<file path="src/rtl/bsfe_pkg.sv">
// shared types, constants and the crc function of the byte-stuffed frame encoder
package bsfe_pkg;

    localparam int          MaxBytes   = 8;
    localparam int          IdxW       = $clog2(MaxBytes);
    localparam int          CntW       = $clog2(MaxBytes + 1);
    localparam int          AddrW      = 4;

    localparam logic [7:0]  StartReset = 8'd1;
    localparam logic [7:0]  EndReset   = 8'd4;
    localparam logic [7:0]  EscReset   = 8'd27;

    localparam logic [15:0] CrcInit    = 16'hFFFF;
    localparam logic [15:0] CrcPoly    = 16'hA001;

    // register indexes, byte address is index * 4
    localparam logic [1:0]  RegStart   = 2'd0;
    localparam logic [1:0]  RegEnd     = 2'd1;
    localparam logic [1:0]  RegEsc     = 2'd2;

    typedef struct packed {
        logic [MaxBytes-1:0][7:0] bytes;
        logic [CntW-1:0]          cnt;
        logic                     done;
    } t_burst;

    typedef struct packed {
        logic [7:0] start_code;
        logic [7:0] end_code;
        logic [7:0] escape_code;
    } t_codes;

    function automatic logic [15:0] crc_fold(input logic [15:0] crc, input logic [7:0] b);
        logic [15:0] c;
        c = crc ^ {8'h00, b};
        for (int k = 0; k < 8; k++) begin
            if (c[0]) begin
                c = (c >> 1) ^ CrcPoly;
            end else begin
                c = c >> 1;
            end
        end
        return c;
    endfunction

endpackage

</file>
<file path="src/rtl/bsfe_build.sv">
// builds the line byte burst of one item and the next frame state
module bsfe_build
    import bsfe_pkg::*;
(
    input  logic [7:0]  i_payload_byte,
    input  logic        i_has_payload,
    input  logic        i_final_byte,
    input  logic        i_in_frame,
    input  logic [15:0] i_crc,
    input  t_codes      i_codes,
    output logic        o_active,
    output t_burst      o_burst,
    output logic        o_in_frame,
    output logic [15:0] o_crc
);

    logic [15:0]     crc_base;
    logic [15:0]     crc_new;
    logic [CntW-1:0] n;

    function automatic logic is_code(input logic [7:0] b, input t_codes c);
        return (b == c.start_code) || (b == c.end_code) || (b == c.escape_code);
    endfunction

    assign o_active = i_has_payload | i_final_byte;
    assign crc_base = i_in_frame ? i_crc : CrcInit;
    assign crc_new  = i_has_payload ? crc_fold(crc_base, i_payload_byte) : crc_base;

    always_comb begin
        o_burst.bytes = '0;
        o_burst.done  = i_final_byte;
        n             = '0;
        if (!i_in_frame) begin
            o_burst.bytes[n[IdxW-1:0]] = i_codes.start_code;
            n = n + 1'b1;
        end
        if (i_has_payload) begin
            if (is_code(i_payload_byte, i_codes)) begin
                o_burst.bytes[n[IdxW-1:0]] = i_codes.escape_code;
                n = n + 1'b1;
            end
            o_burst.bytes[n[IdxW-1:0]] = i_payload_byte;
            n = n + 1'b1;
        end
        if (i_final_byte) begin
            if (is_code(crc_new[15:8], i_codes)) begin
                o_burst.bytes[n[IdxW-1:0]] = i_codes.escape_code;
                n = n + 1'b1;
            end
            o_burst.bytes[n[IdxW-1:0]] = crc_new[15:8];
            n = n + 1'b1;
            if (is_code(crc_new[7:0], i_codes)) begin
                o_burst.bytes[n[IdxW-1:0]] = i_codes.escape_code;
                n = n + 1'b1;
            end
            o_burst.bytes[n[IdxW-1:0]] = crc_new[7:0];
            n = n + 1'b1;
            o_burst.bytes[n[IdxW-1:0]] = i_codes.end_code;
            n = n + 1'b1;
        end
        o_burst.cnt = n;
    end

    always_comb begin
        if (i_final_byte) begin
            o_in_frame = 1'b0;
            o_crc      = CrcInit;
        end else begin
            o_in_frame = 1'b1;
            o_crc      = crc_new;
        end
    end

endmodule

</file>
<file path="src/rtl/bsfe_serial.sv">
// burst register and byte serializer toward the line side
module bsfe_serial
    import bsfe_pkg::*;
(
    input  logic       i_clk,
    input  logic       i_rst_n,
    input  logic       i_load,
    input  t_burst     i_burst,
    output logic       o_free,
    output logic       o_valid,
    input  logic       i_stall,
    output logic [7:0] o_line_byte,
    output logic       o_run_last,
    output logic       o_frame_done
);

    logic            r_valid, n_valid;
    logic [IdxW-1:0] r_idx, n_idx;
    t_burst          r_burst, n_burst;
    logic            last;
    logic            fire;

    assign last         = ({1'b0, r_idx} == (r_burst.cnt - 1'b1));
    assign fire         = r_valid && !i_stall;
    assign o_free       = !r_valid || (fire && last);
    assign o_valid      = r_valid;
    assign o_line_byte  = r_burst.bytes[r_idx];
    assign o_run_last   = last;
    assign o_frame_done = last && r_burst.done;

    always_comb begin
        n_valid = r_valid;
        n_idx   = r_idx;
        n_burst = r_burst;
        if (fire) begin
            if (last) begin
                n_valid = 1'b0;
            end else begin
                n_idx = r_idx + 1'b1;
            end
        end
        if (i_load) begin
            n_valid = 1'b1;
            n_idx   = '0;
            n_burst = i_burst;
        end
    end

    always_ff @(posedge i_clk) begin
        if (!i_rst_n) begin
            r_valid <= 1'b0;
            r_idx   <= '0;
        end else begin
            r_valid <= n_valid;
            r_idx   <= n_idx;
        end
        r_burst <= n_burst;
    end

endmodule

</file>
<file path="src/rtl/byte_stuffed_frame_encoder_crc16_top.sv">
// top level of the byte-stuffed frame encoder with crc-16/modbus
//
// input channel: i_valid / o_stall carry one payload byte with has_payload and
// final_byte; a transfer happens when i_valid is high and o_stall low.
// output channel: o_valid / i_stall carry one line byte per transfer, with
// run_last on the last byte caused by an item and frame_done on the end code.
// apb port: start, end and escape codes at byte addresses 0, 4 and 8,
// pready always high, write only while the block is idle.
// an item is held in the input register, then its whole burst of
// one to eight line bytes is built in one pass and loaded into the burst
// register once the serializer is free, which then offers its first byte.
// the serializer sends one byte per cycle while i_stall is low, and the
// input register holds the next item meanwhile. idle items are dropped
// without waiting for the serializer. reset empties both stages, closes
// any frame, sets the crc to 0xffff and the codes to 1, 4 and 27. a stall
// on the line side holds the current byte and fills the input register,
// then o_stall rises.
module byte_stuffed_frame_encoder_crc16_top
    import bsfe_pkg::*;
(
    input  logic             i_clk,
    input  logic             i_rst_n,
    input  logic             i_valid,
    output logic             o_stall,
    input  logic [7:0]       i_payload_byte,
    input  logic             i_has_payload,
    input  logic             i_final_byte,
    output logic             o_valid,
    input  logic             i_stall,
    output logic [7:0]       o_line_byte,
    output logic             o_run_last,
    output logic             o_frame_done,
    input  logic             psel,
    input  logic             penable,
    input  logic             pwrite,
    input  logic [AddrW-1:0] paddr,
    input  logic [31:0]      pwdata,
    output logic [31:0]      prdata,
    output logic             pready
);

    t_codes      r_codes;
    logic        r_ivalid;
    logic [7:0]  r_data;
    logic        r_has, r_fin;
    logic        r_in_frame;
    logic [15:0] r_crc;

    logic        active;
    t_burst      burst;
    logic        nxt_in_frame;
    logic [15:0] nxt_crc;
    logic        free;
    logic        move;
    logic        load;
    logic        in_fire;
    logic        wr;

    // config registers
    assign pready = 1'b1;
    assign wr     = psel && penable && pwrite;

    always_comb begin
        prdata = '0;
        case (paddr[3:2])
            RegStart: prdata[7:0] = r_codes.start_code;
            RegEnd:   prdata[7:0] = r_codes.end_code;
            RegEsc:   prdata[7:0] = r_codes.escape_code;
            default:  prdata      = '0;
        endcase
    end

    always_ff @(posedge i_clk) begin
        if (!i_rst_n) begin
            r_codes.start_code  <= StartReset;
            r_codes.end_code    <= EndReset;
            r_codes.escape_code <= EscReset;
        end else if (wr) begin
            case (paddr[3:2])
                RegStart: r_codes.start_code  <= pwdata[7:0];
                RegEnd:   r_codes.end_code    <= pwdata[7:0];
                RegEsc:   r_codes.escape_code <= pwdata[7:0];
                default:  r_codes             <= r_codes;
            endcase
        end
    end

    bsfe_build u_build (
        .i_payload_byte (r_data),
        .i_has_payload  (r_has),
        .i_final_byte   (r_fin),
        .i_in_frame     (r_in_frame),
        .i_crc          (r_crc),
        .i_codes        (r_codes),
        .o_active       (active),
        .o_burst        (burst),
        .o_in_frame     (nxt_in_frame),
        .o_crc          (nxt_crc)
    );

    // idle items leave without a burst
    assign move    = r_ivalid && (!active || free);
    assign load    = move && active;
    assign o_stall = r_ivalid && !move;
    assign in_fire = i_valid && !o_stall;

    always_ff @(posedge i_clk) begin
        if (!i_rst_n) begin
            r_ivalid   <= 1'b0;
            r_in_frame <= 1'b0;
            r_crc      <= CrcInit;
        end else begin
            if (in_fire) begin
                r_ivalid <= 1'b1;
            end else if (move) begin
                r_ivalid <= 1'b0;
            end
            if (load) begin
                r_in_frame <= nxt_in_frame;
                r_crc      <= nxt_crc;
            end
        end
        if (in_fire) begin
            r_data <= i_payload_byte;
            r_has  <= i_has_payload;
            r_fin  <= i_final_byte;
        end
    end

    bsfe_serial u_serial (
        .i_clk        (i_clk),
        .i_rst_n      (i_rst_n),
        .i_load       (load),
        .i_burst      (burst),
        .o_free       (free),
        .o_valid      (o_valid),
        .i_stall      (i_stall),
        .o_line_byte  (o_line_byte),
        .o_run_last   (o_run_last),
        .o_frame_done (o_frame_done)
    );

    a_done_is_last: assert property (@(posedge i_clk) disable iff (!i_rst_n)
        o_valid && o_frame_done |-> o_run_last)
        else $error("end code not on last byte of burst");

    a_load_when_free: assert property (@(posedge i_clk) disable iff (!i_rst_n)
        load |-> free)
        else $error("burst loaded over a byte still pending");

    a_burst_nonempty: assert property (@(posedge i_clk) disable iff (!i_rst_n)
        load |-> (burst.cnt != '0) && (burst.cnt <= CntW'(MaxBytes)))
        else $error("burst length out of range");

    a_frame_closes: assert property (@(posedge i_clk) disable iff (!i_rst_n)
        load && r_fin |=> !r_in_frame && r_crc == CrcInit)
        else $error("frame state not cleared after final item");

endmodule
</file>
<file path="config.mk">
export PLATFORM = sky130hd
export DESIGN_NAME = byte_stuffed_frame_encoder_crc16_top
export DESIGN_NICKNAME = d
export VERILOG_FILES = /design/src/rtl/bsfe_pkg.sv /design/src/rtl/bsfe_build.sv /design/src/rtl/bsfe_serial.sv /design/src/rtl/byte_stuffed_frame_encoder_crc16_top.sv
export SDC_FILE = /design/constraint.sdc
export NUM_CORES = 1
export LEC_CHECK = 0
export ABC_CLOCK_PERIOD_IN_PS = 7400
export BUFFER_PORTS_ARGS = -buffer_cell sky130_fd_sc_hd__buf_2
export CORE_MARGIN = 8
export CORE_UTILIZATION = 23
export CTS_BUF_LIST = sky130_fd_sc_hd__clkbuf_8 sky130_fd_sc_hd__clkbuf_16
export DETAILED_ROUTE_END_ITERATION = 12
export GPL_ROUTABILITY_DRIVEN = 0
export PLACE_DENSITY = 0.49
export SLEW_MARGIN = 20
export SYNTH_ARGS = -nofsm -noshare
export SYNTH_HDL_FRONTEND = slang
export SYNTH_SLANG_ARGS = --single-unit
</file>
<file path="constraint.sdc">
create_clock -name i_clk -period 7.4 [get_ports i_clk]
set_input_delay 1.48 -clock i_clk [delete_from_list [all_inputs] [get_ports i_clk]]
set_output_delay 1.48 -clock i_clk [all_outputs]
set_load 0.01 [all_outputs]
</file>
== After elaboration in Yosys (flattened, before gate mapping) ==
Cells that the tools add are included.

* Add/subtract/negate cells: 9
* Multiply operators: 0
* Divide/modulo/power cells: 0
* Order comparisons: 15
* Eq/ne operators: 12
* Shift-type cells: 0
* Mux-type cells: 59
* Bitwise logic cells: 12
* Reductions and logical operators: 39

{| class="wikitable"
|+ Operators with widths
! operator !! number
|-
| $mux 64 || 8
|-
| $bwmux 64 || 7
|-
| $mux 16 || 11
|-
| $demux 8 s3 || 7
|-
| $eq 8x8->1 || 9
|-
| $mux 8 || 9
|-
| $lt 3x4->1 const B || 8
|-
| $mux 4 || 8
|-
| $add 4x1->4 const B || 7
|-
| $bmux 8 s3 || 1
|-
| $not 2->3 || 8
|-
| $pmux 8 s3 || 1
|-
| $ge 3x1->1 const B || 7
|-
| $logic_and 1x1->1 || 16
|-
| $xor 16x8->16 || 1
|-
| $reduce_and 2->1 || 5
|-
| $logic_or 1x1->1 || 8
|-
| $mux 1 || 7
|-
| $reduce_bool 2->1 || 3
|-
| $logic_not 1->1 || 5
|-
| $eq 3x4->1 || 1
|-
| $sub 4x1->4 const B || 1
|-
| $add 3x1->3 const B || 1
|-
| $eq 2x1->1 const B || 1
|-
| 5 further kinds || 6
|}

* Flip-flop bits (word level): 125
* Latch bits: 0
* RAM bits: 0
* Bits in read-only memories: 0
* Memories kept: 0

== Logic depth before layout (Yosys ltp) ==
Gate-level depths: netlist of the first run.

* Depth after elaboration: 35
* Depth in mapped cells: 28
* Depth with buffers taken out: 20

== Hierarchy ==
A second synthesis of the first run with hierarchy kept.

* Cells, all modules: 1341
* Area total of the unflattened synthesis: 11367.2 µm²

{| class="wikitable"
|+ By module, submodules not included
! module !! instances !! cells an instance !! area an instance (µm²)
|-
| bsfe_build || 1 || 939 || 6149.6
|-
| bsfe_serial || 1 || 160 || 2906.5
|-
| byte_stuffed_frame_encoder_crc16_top || 1 || 242 || 2311.0
|}

== Worst setup path before layout of the first run ==
No wires, ideal clock.

* Path kind: reg2reg
* Start: register r_codes[7] (netlist bit)
* End: register u_serial.r_burst[6] (netlist bit), data pin
* Arrival: 5508 ps
* Path slack: 1634 ps
* Cell stages (with the launch flop): 27
* Buffers on the path: 7
* Period minus slack after synthesis: 5766 ps
* Cell sequence: dfxtp_1 > clkbuf_1 > clkbuf_1 > xor2_1 > nor4_1 > nand2_1 > nand3_1 > ha_1 > and2_1 > clkbuf_1 > or2_2 > clkbuf_1 > inv_1 > ha_1 > clkbuf_1 > nand2_1 > o21ai_0 > ha_1 > xor2_1 > inv_1 > and3_1 > buf_4 > or2_1 > buf_6 > xnor3_2 > or3_1 > o221a_1

{| class="wikitable"
|+ RTL lines
! what !! RTL line !! source
|-
| from (decl) || byte_stuffed_frame_encoder_crc16_top.sv:42 || <nowiki>t_codes r_codes;</nowiki>
|-
| from (signal assigned) || byte_stuffed_frame_encoder_crc16_top.sv:83 || <nowiki>default: r_codes <= r_codes;</nowiki>
|-
| to (signal assigned) || bsfe_serial.sv:57 || <nowiki>r_burst <= n_burst;</nowiki>
|-
| to (decl) || bsfe_serial.sv:19 || <nowiki>t_burst r_burst, n_burst;</nowiki>
|}

==> results of run 1 <==
## flip-flops by register name, summed over array words and instances, names as in the netlist
signal and cells:
r_data 8, r_ivalid 1, u_serial.r_idx 3, r_in_frame 1, r_fin 1, r_codes 24
r_has 1, u_serial.o_valid 1, u_serial.r_burst 69, r_crc 16
## cell usage in the layout, fill, tap and decap left out, types with 22 or more instances in the layout
cell type / instances
a221oi_1: 29
a211o_1: 29
nand3_1: 28
mux2i_1: 46
buf_2: 46
a21oi_1: 43
a22oi_1: 23
xnor2_1: 47
nor2b_1: 22
buf_4: 47
nand2_1: 119
o22ai_1: 34
o21ai_0: 45
edfxtp_1: 79
dfxtp_1: 46
nor2_1: 63
conb_1: 25
xor2_1: 36
inv_1: 28
## worst max path at each step
| stage | start | end | slack (ns) | cells past startpoint |
|---|---|---|---|---|
| 2_1_floorplan | r_codes[7] | u_serial.r_burst[6] | 1.63 | 26 |
| 3_3_place_gp | r_in_frame | u_serial.r_burst[17] | 0.87 | 18 |
| 3_5_place_dp | r_in_frame | u_serial.r_burst[17] | 0.73 | 18 |
| 4_1_cts | r_in_frame | u_serial.r_burst[17] | 0.71 | 18 |
| 5_1_grt | r_in_frame | u_serial.r_burst[17] | 0.22 | 18 |
| 6_report | r_in_frame | u_serial.r_burst[17] | 0.60 | 18 |
## layout make-up
class                   instances  share of cell area
clock buffers                  17             0.03490
clock inverters                15             0.01406
inverters                      32             0.01006
multi-input cells             934              0.5606
flip-flops and latches        125              0.2702
well taps                     607             0.06231
repair buffers                 93             0.04784
## cell families after synthesis
family | after synthesis
AOI/OAI and AO/OA | 390
xor gates and xnor gates | 93
adders and majority gates | 11
buffers and inverters | 165
DFF | 125
muxes | 76
other | 2
and+or+nand+nor | 339
## power breakdown
part | total (mW) | internal, mW | switching, mW
clock network | 0.866 | 0.528 | 0.338
logic | 0.584 | 0.207 | 0.376
registers | 0.804 | 0.778 | 0.0261
## layer usage
| metal | track usage | vias up |
|---|---|---|
| met4 | 0.05963 | 0 |
| met1 | 0.2048 | 4877 |
| met3 | 0.03788 | 102 |
| met5 | 0 | - |
| li1 | - | 4541 |
| met2 | 0.2410 | 583 |
## worst max-delay path, stage by stage (launching register included)
cell and delay, ns:
dfxtp_1 0.79, nand2b_1 0.42, nor2_1 0.33, or3_1 0.38, xnor2_1 0.10, or4_1 0.59, a2111oi_2 0.46, a211oi_2 0.22
xnor2_4 0.42, inv_2 0.16, ha_1 0.22, xor2_1 0.23, inv_1 0.09, and3_1 0.28, or2_1 0.27, xnor3_2 0.51
nor3_4 0.62, a21oi_1 0.15, a22oi_1 0.32
==> results.sh, run 1 <==
export IMPL_grt_pass1_vias=9746
export IMPL_fin_nets=1267
export IMPL_vdd_ir_drop_max_mv=0.1667
export IMPL_setup_viol=0
export IMPL_avgSynthCellArea_um2=9.016
export IMPL_synthDominantCellAreaShare=0.2191
export IMPL_area_delta_synth_final_pct=12.56
export IMPL_dp_hpwl_mm=31.92
export IMPL_grt_overflow_total=0
export IMPL_seq_area_um2=3293
export IMPL_grt_setup_unrepaired="no"
export IMPL_drt_pass1_iter_count=5
export IMPL_stdcell_count=1823
export IMPL_dr_wl_met3_mm=3.996
export IMPL_hp_start="r_crc[8]"
export IMPL_cap_viol_max_count=0
export IMPL_initial_core_util=0.2326
export IMPL_cts_setup_buffers=0
export IMPL_dp_slack_ns=0.7325
export IMPL_remaining_drc_errors=0
export IMPL_dp_cells=1791
export IMPL_root_buffer="clkbuf_16"
export IMPL_cts_sinks=125
export IMPL_synthMuxAreaShare=0.09025
export IMPL_worst_hold_path_type="flop to flop"
export IMPL_antenna_found_initial=1
export IMPL_rows=79
export IMPL_dr_total_vias=10103
export IMPL_grt_pass1_wl_mm=63.34
export IMPL_r2r_end="u_serial.r_burst[17]"
export IMPL_grtUsageTotal=0.1550
export IMPL_relSlewSlack=0.1728
export IMPL_async_flop_share=0
export IMPL_synthAdderAreaFrac=0.01271
export IMPL_avgViaCountPerCell=5.542
export IMPL_grt_start_max_net_pins=71
export IMPL_synth_compound_area_frac=0.2728
export IMPL_maxSlewViolCount=0
export IMPL_antenna_left=0
export IMPL_highest_layer="met4"
export IMPL_die_height_um=233.0
export IMPL_dr_wl_met2_mm=19.00
export IMPL_r2r_start="r_in_frame"
export IMPL_multi_input_area_um2=6833
export IMPL_synth_top_family_by_area="compound AO/OA/AOI/OAI gates"
export IMPL_clk_pin_slew_ns=0.06
export IMPL_yosys_warnings=0
export IMPL_worst_path_max_fanout=23
export IMPL_final_core_util=0.2618
export IMPL_yosysSeqAreaShare=0.3041
export IMPL_drive_gt1_frac=0.1661
export IMPL_synthSimpleGateAreaFrac=0.1565
export IMPL_synth_seq_cells=125
export IMPL_cts_resized=0
export IMPL_holdPathEnd="r_crc[8]"
export IMPL_drt_iter0_drc=1346
export IMPL_finalCriticalPeriod_ns=6.800
export IMPL_wl_met1_mm=18.50
export IMPL_synth_cells=1201
export IMPL_placed_area_um2=11590
export IMPL_synthFlopType="edfxtp_1"
export IMPL_synth_edf_count=79
export IMPL_final_cell_area_um2=12190
export IMPL_netlist_area_um2=10830
export IMPL_crit_required_ns=7.62
export IMPL_yosys_cell_count_top_type="nand2_1"
export IMPL_hold_viol_final=0
export IMPL_cts_tree="done"
export IMPL_nFillCells=4986
export IMPL_wl_mm=43.05
export IMPL_rrSetupSlack_ns=0.60
export IMPL_period_share=0.9189
export IMPL_io_buffers=46
export IMPL_critPathKind="flop to flop"
export IMPL_clock_skew_ns=0.01258
export IMPL_r2r_cells=18
export IMPL_endpoint_kind="flop"
export IMPL_cts_hold_buf=0
export IMPL_finalPower_mw=2.253
export IMPL_yosys_area_share_xor_xnor=0.08794
export IMPL_die_w_um=233.0
export IMPL_tightestPinTransition_ns=1.225
export IMPL_cts_buffers=17
export IMPL_status="finished, final reports clean"
export IMPL_cp_arrival_ns=7.02
export IMPL_core_area_um2=46560
export IMPL_worst_setup_path_start_kind="flop"
export IMPL_clkLatencyLatePin_ns=0.44
export IMPL_yosys_area_top_type="edfxtp_1"
export IMPL_htree_num_levels=4
export IMPL_antennaDiodeCount=0
export IMPL_dieArea_um2=54280
export IMPL_synth_common_cells="nand2_1, edfxtp_1, clkbuf_1"
export IMPL_ios=98
export IMPL_timing_fmax_mhz=147.1
export IMPL_worst_slack_ns=0.6002
export IMPL_clockBufferDepth=2
export IMPL_ys_types=98
export IMPL_p_leak_nw=4.310
export IMPL_p_per_area_nw_per_um2=184.9
export IMPL_whs_ns=0.4708
export IMPL_wl_per_cell_um=23.61
export IMPL_synth_area_leaders="edfxtp_1, dfxtp_1, mux2i_1"
export IMPL_fin_tns_setup_ns=0
export IMPL_hold_path_depth=1
(Power assumes the default switching activity.)
==> inputs of run 2 (changes only) <==
--- a/config.mk
+++ b/config.mk
@@ -13,6 +13,7 @@
 export DETAILED_ROUTE_END_ITERATION = 12
 export GPL_ROUTABILITY_DRIVEN = 0
 export PLACE_DENSITY = 0.49
+export REMOVE_ABC_BUFFERS = 1
 export SLEW_MARGIN = 20
 export SYNTH_ARGS = -nofsm -noshare
 export SYNTH_HDL_FRONTEND = slang
==> run 2 against run 1 <==
Non-clock buffer count decreased by 1. Via count decreased by 0.33%. Total power decreased by 0.17%. Count of clock-buffer cells in the layout unchanged. Largest cell class unchanged. Largest power group unchanged. Highest routed layer unchanged.
==> results.sh, run 2 (synthesized netlist as in run 1, its figures left out) <==
export IMPL_status="finished, final reports clean"
export IMPL_nFillCells=4982
export IMPL_p_per_area_nw_per_um2=184.6
export IMPL_dieArea_um2=54280
export IMPL_remaining_drc_errors=0
export IMPL_root_buffer="clkbuf_16"
export IMPL_worst_hold_path_type="flop to flop"
export IMPL_dr_total_vias=10070
export IMPL_r2r_start="r_in_frame"
export IMPL_cts_resized=0
export IMPL_endpoint_kind="flop"
export IMPL_p_leak_nw=4.307
export IMPL_die_height_um=233.0
export IMPL_fin_tns_setup_ns=0
export IMPL_final_cell_mix="nand2_1, edfxtp_1, nor2_1, xnor2_1"
export IMPL_antenna_found_initial=1
export IMPL_grtUsageTotal=0.1484
export IMPL_grt_start_max_net_pins=71
export IMPL_hold_viol_final=0
export IMPL_clkLatencyLatePin_ns=0.44
export IMPL_reg_top3="u_serial.r_burst (69), r_codes (24), r_crc (16)"
export IMPL_fin_nets=1266
export IMPL_die_w_um=233.0
export IMPL_final_common_cell="nand2_1"
export IMPL_antenna_left=0
export IMPL_rows=79
export IMPL_dp_hpwl_mm=31.24
export IMPL_avgViaCountPerCell=5.524
export IMPL_rrSetupSlack_ns=0.68
export IMPL_finalCriticalPeriod_ns=6.722
export IMPL_crit_required_ns=7.58
export IMPL_finalPower_mw=2.249
export IMPL_largest_reg_flops=69
export IMPL_worst_setup_path_start_kind="flop"
export IMPL_worst_path_max_fanout=35
export IMPL_relSlewSlack=0.2436
export IMPL_ios=98
export IMPL_htree_num_levels=4
export IMPL_grt_pass1_wl_mm=62.07
export IMPL_drive_gt1_frac=0.1654
export IMPL_initial_core_util=0.2326
export IMPL_cts_buffers=17
export IMPL_drt_iter0_drc=1270
export IMPL_grt_pass1_vias=9675
export IMPL_cts_tree="done"
export IMPL_grt_setup_unrepaired="no"
export IMPL_tightestPinTransition_ns=1.132
export IMPL_clk_pin_slew_ns=0.06
export IMPL_cts_setup_buffers=0
export IMPL_clockBufferDepth=2
export IMPL_area_delta_synth_final_pct=12.50
export IMPL_startpoint="r_in_frame"
export IMPL_multi_input_area_um2=6819
export IMPL_cts_hold_buf=0
export IMPL_top_register="u_serial.r_burst"
export IMPL_cp_arrival_ns=6.91
export IMPL_r2r_cells=20
export IMPL_timing_fmax_mhz=148.8
export IMPL_period_share=0.9084
export IMPL_critPathKind="flop to flop"
export IMPL_wl_mm=41.25
export IMPL_core_area_um2=46560
export IMPL_seq_area_um2=3293
export IMPL_setup_viol=0
export IMPL_r2r_end="u_serial.r_burst[28]"
export IMPL_vdd_ir_drop_max_mv=0.1508
export IMPL_cp_endpoint="u_serial.r_burst[28]"
export IMPL_whs_ns=0.4657
export IMPL_wl_per_cell_um=22.63
export IMPL_io_buffers=46
export IMPL_maxSlewViolCount=0
export IMPL_clock_skew_ns=0.01288
export IMPL_grt_overflow_total=0
export IMPL_drt_pass1_iter_count=6
export IMPL_cap_viol_max_count=0
export IMPL_cts_sinks=125
run 2: cell count changes in the layout (fill, tap and decap cells not counted), sizes merged:
cell,delta
clkinvlp,+1
diode,+1
buf,-1
inv,+2
clkinv,-3
run 2: power breakdown:
part	internal, mW	switching [mW]	total (mW)
clock	0.534	0.342	0.875
sequential	0.778	0.0230	0.801
combinational	0.204	0.369	0.573
total	1.52	0.734	2.25
run 2: routing by layer:
| metal | vias up | track usage | share of wire |
|---|---|---|---|
| met2 | 546 | 0.2399 | 0.46 |
| met5 | - | 0 | 0 |
| li1 | 4547 | - | - |
| met3 | 78 | 0.03507 | 0.092 |
| met1 | 4899 | 0.1940 | 0.42 |
| met4 | 0 | 0.04555 | 0.023 |
run 2: metrics by stage:
step / worst slack [ns] / instances / util / instance area, µm²
after floorplan: 0.6214 / 1091 / - / 10220
after global placement: 0.8733 / 1790 / 0.2484 / 11570
after detailed placement: 0.8489 / 1790 / 0.2484 / 11570
after CTS: 0.8180 / 1822 / 0.2615 / 12180
after global routing: 0.3107 / 1822 / 0.2616 / 12180
final: 0.6782 / 1823 / 0.2617 / 12180
run 2: cell type report:
class / count / share of cell area
tap: 607 / 0.06235
sequential: 125 / 0.2703
multi-input combinational: 934 / 0.5598
inverter: 32 / 0.01007
clock buffer: 17 / 0.03492
clock inverter: 15 / 0.01510
antenna: 1 / 0.0002054
timing repair buffer: 92 / 0.04725
run 2: critical path: stages, from the launching register on:
cell	delay (ns)
dfxtp_1	0.44
buf_4	0.39
nand2b_1	0.32
nor2_1	0.32
or3_1	0.32
xnor2_1	0.09
or4_1	0.60
a2111oi_2	0.46
a211oi_2	0.21
xnor2_4	0.41
inv_2	0.15
ha_1	0.22
xor2_1	0.22
inv_1	0.09
and3_1	0.28
or2_1	0.23
buf_4	0.19
xnor3_2	0.51
o21ai_2	0.49
a211oi_1	0.08
a211oi_1	0.41
run 2: how the worst min path moves through the flow:
stage	end	startpoint	depth (start not counted)	slack [ns]
2_1_floorplan	r_crc[8]	r_crc[8]	1	0.44
3_3_place_gp	r_crc[8]	r_crc[8]	1	0.45
3_5_place_dp	r_crc[8]	r_crc[8]	1	0.45
4_1_cts	r_crc[8]	r_crc[8]	1	0.47
5_1_grt	r_crc[8]	r_crc[8]	1	0.50
6_report	r_crc[8]	r_crc[8]	1	0.47
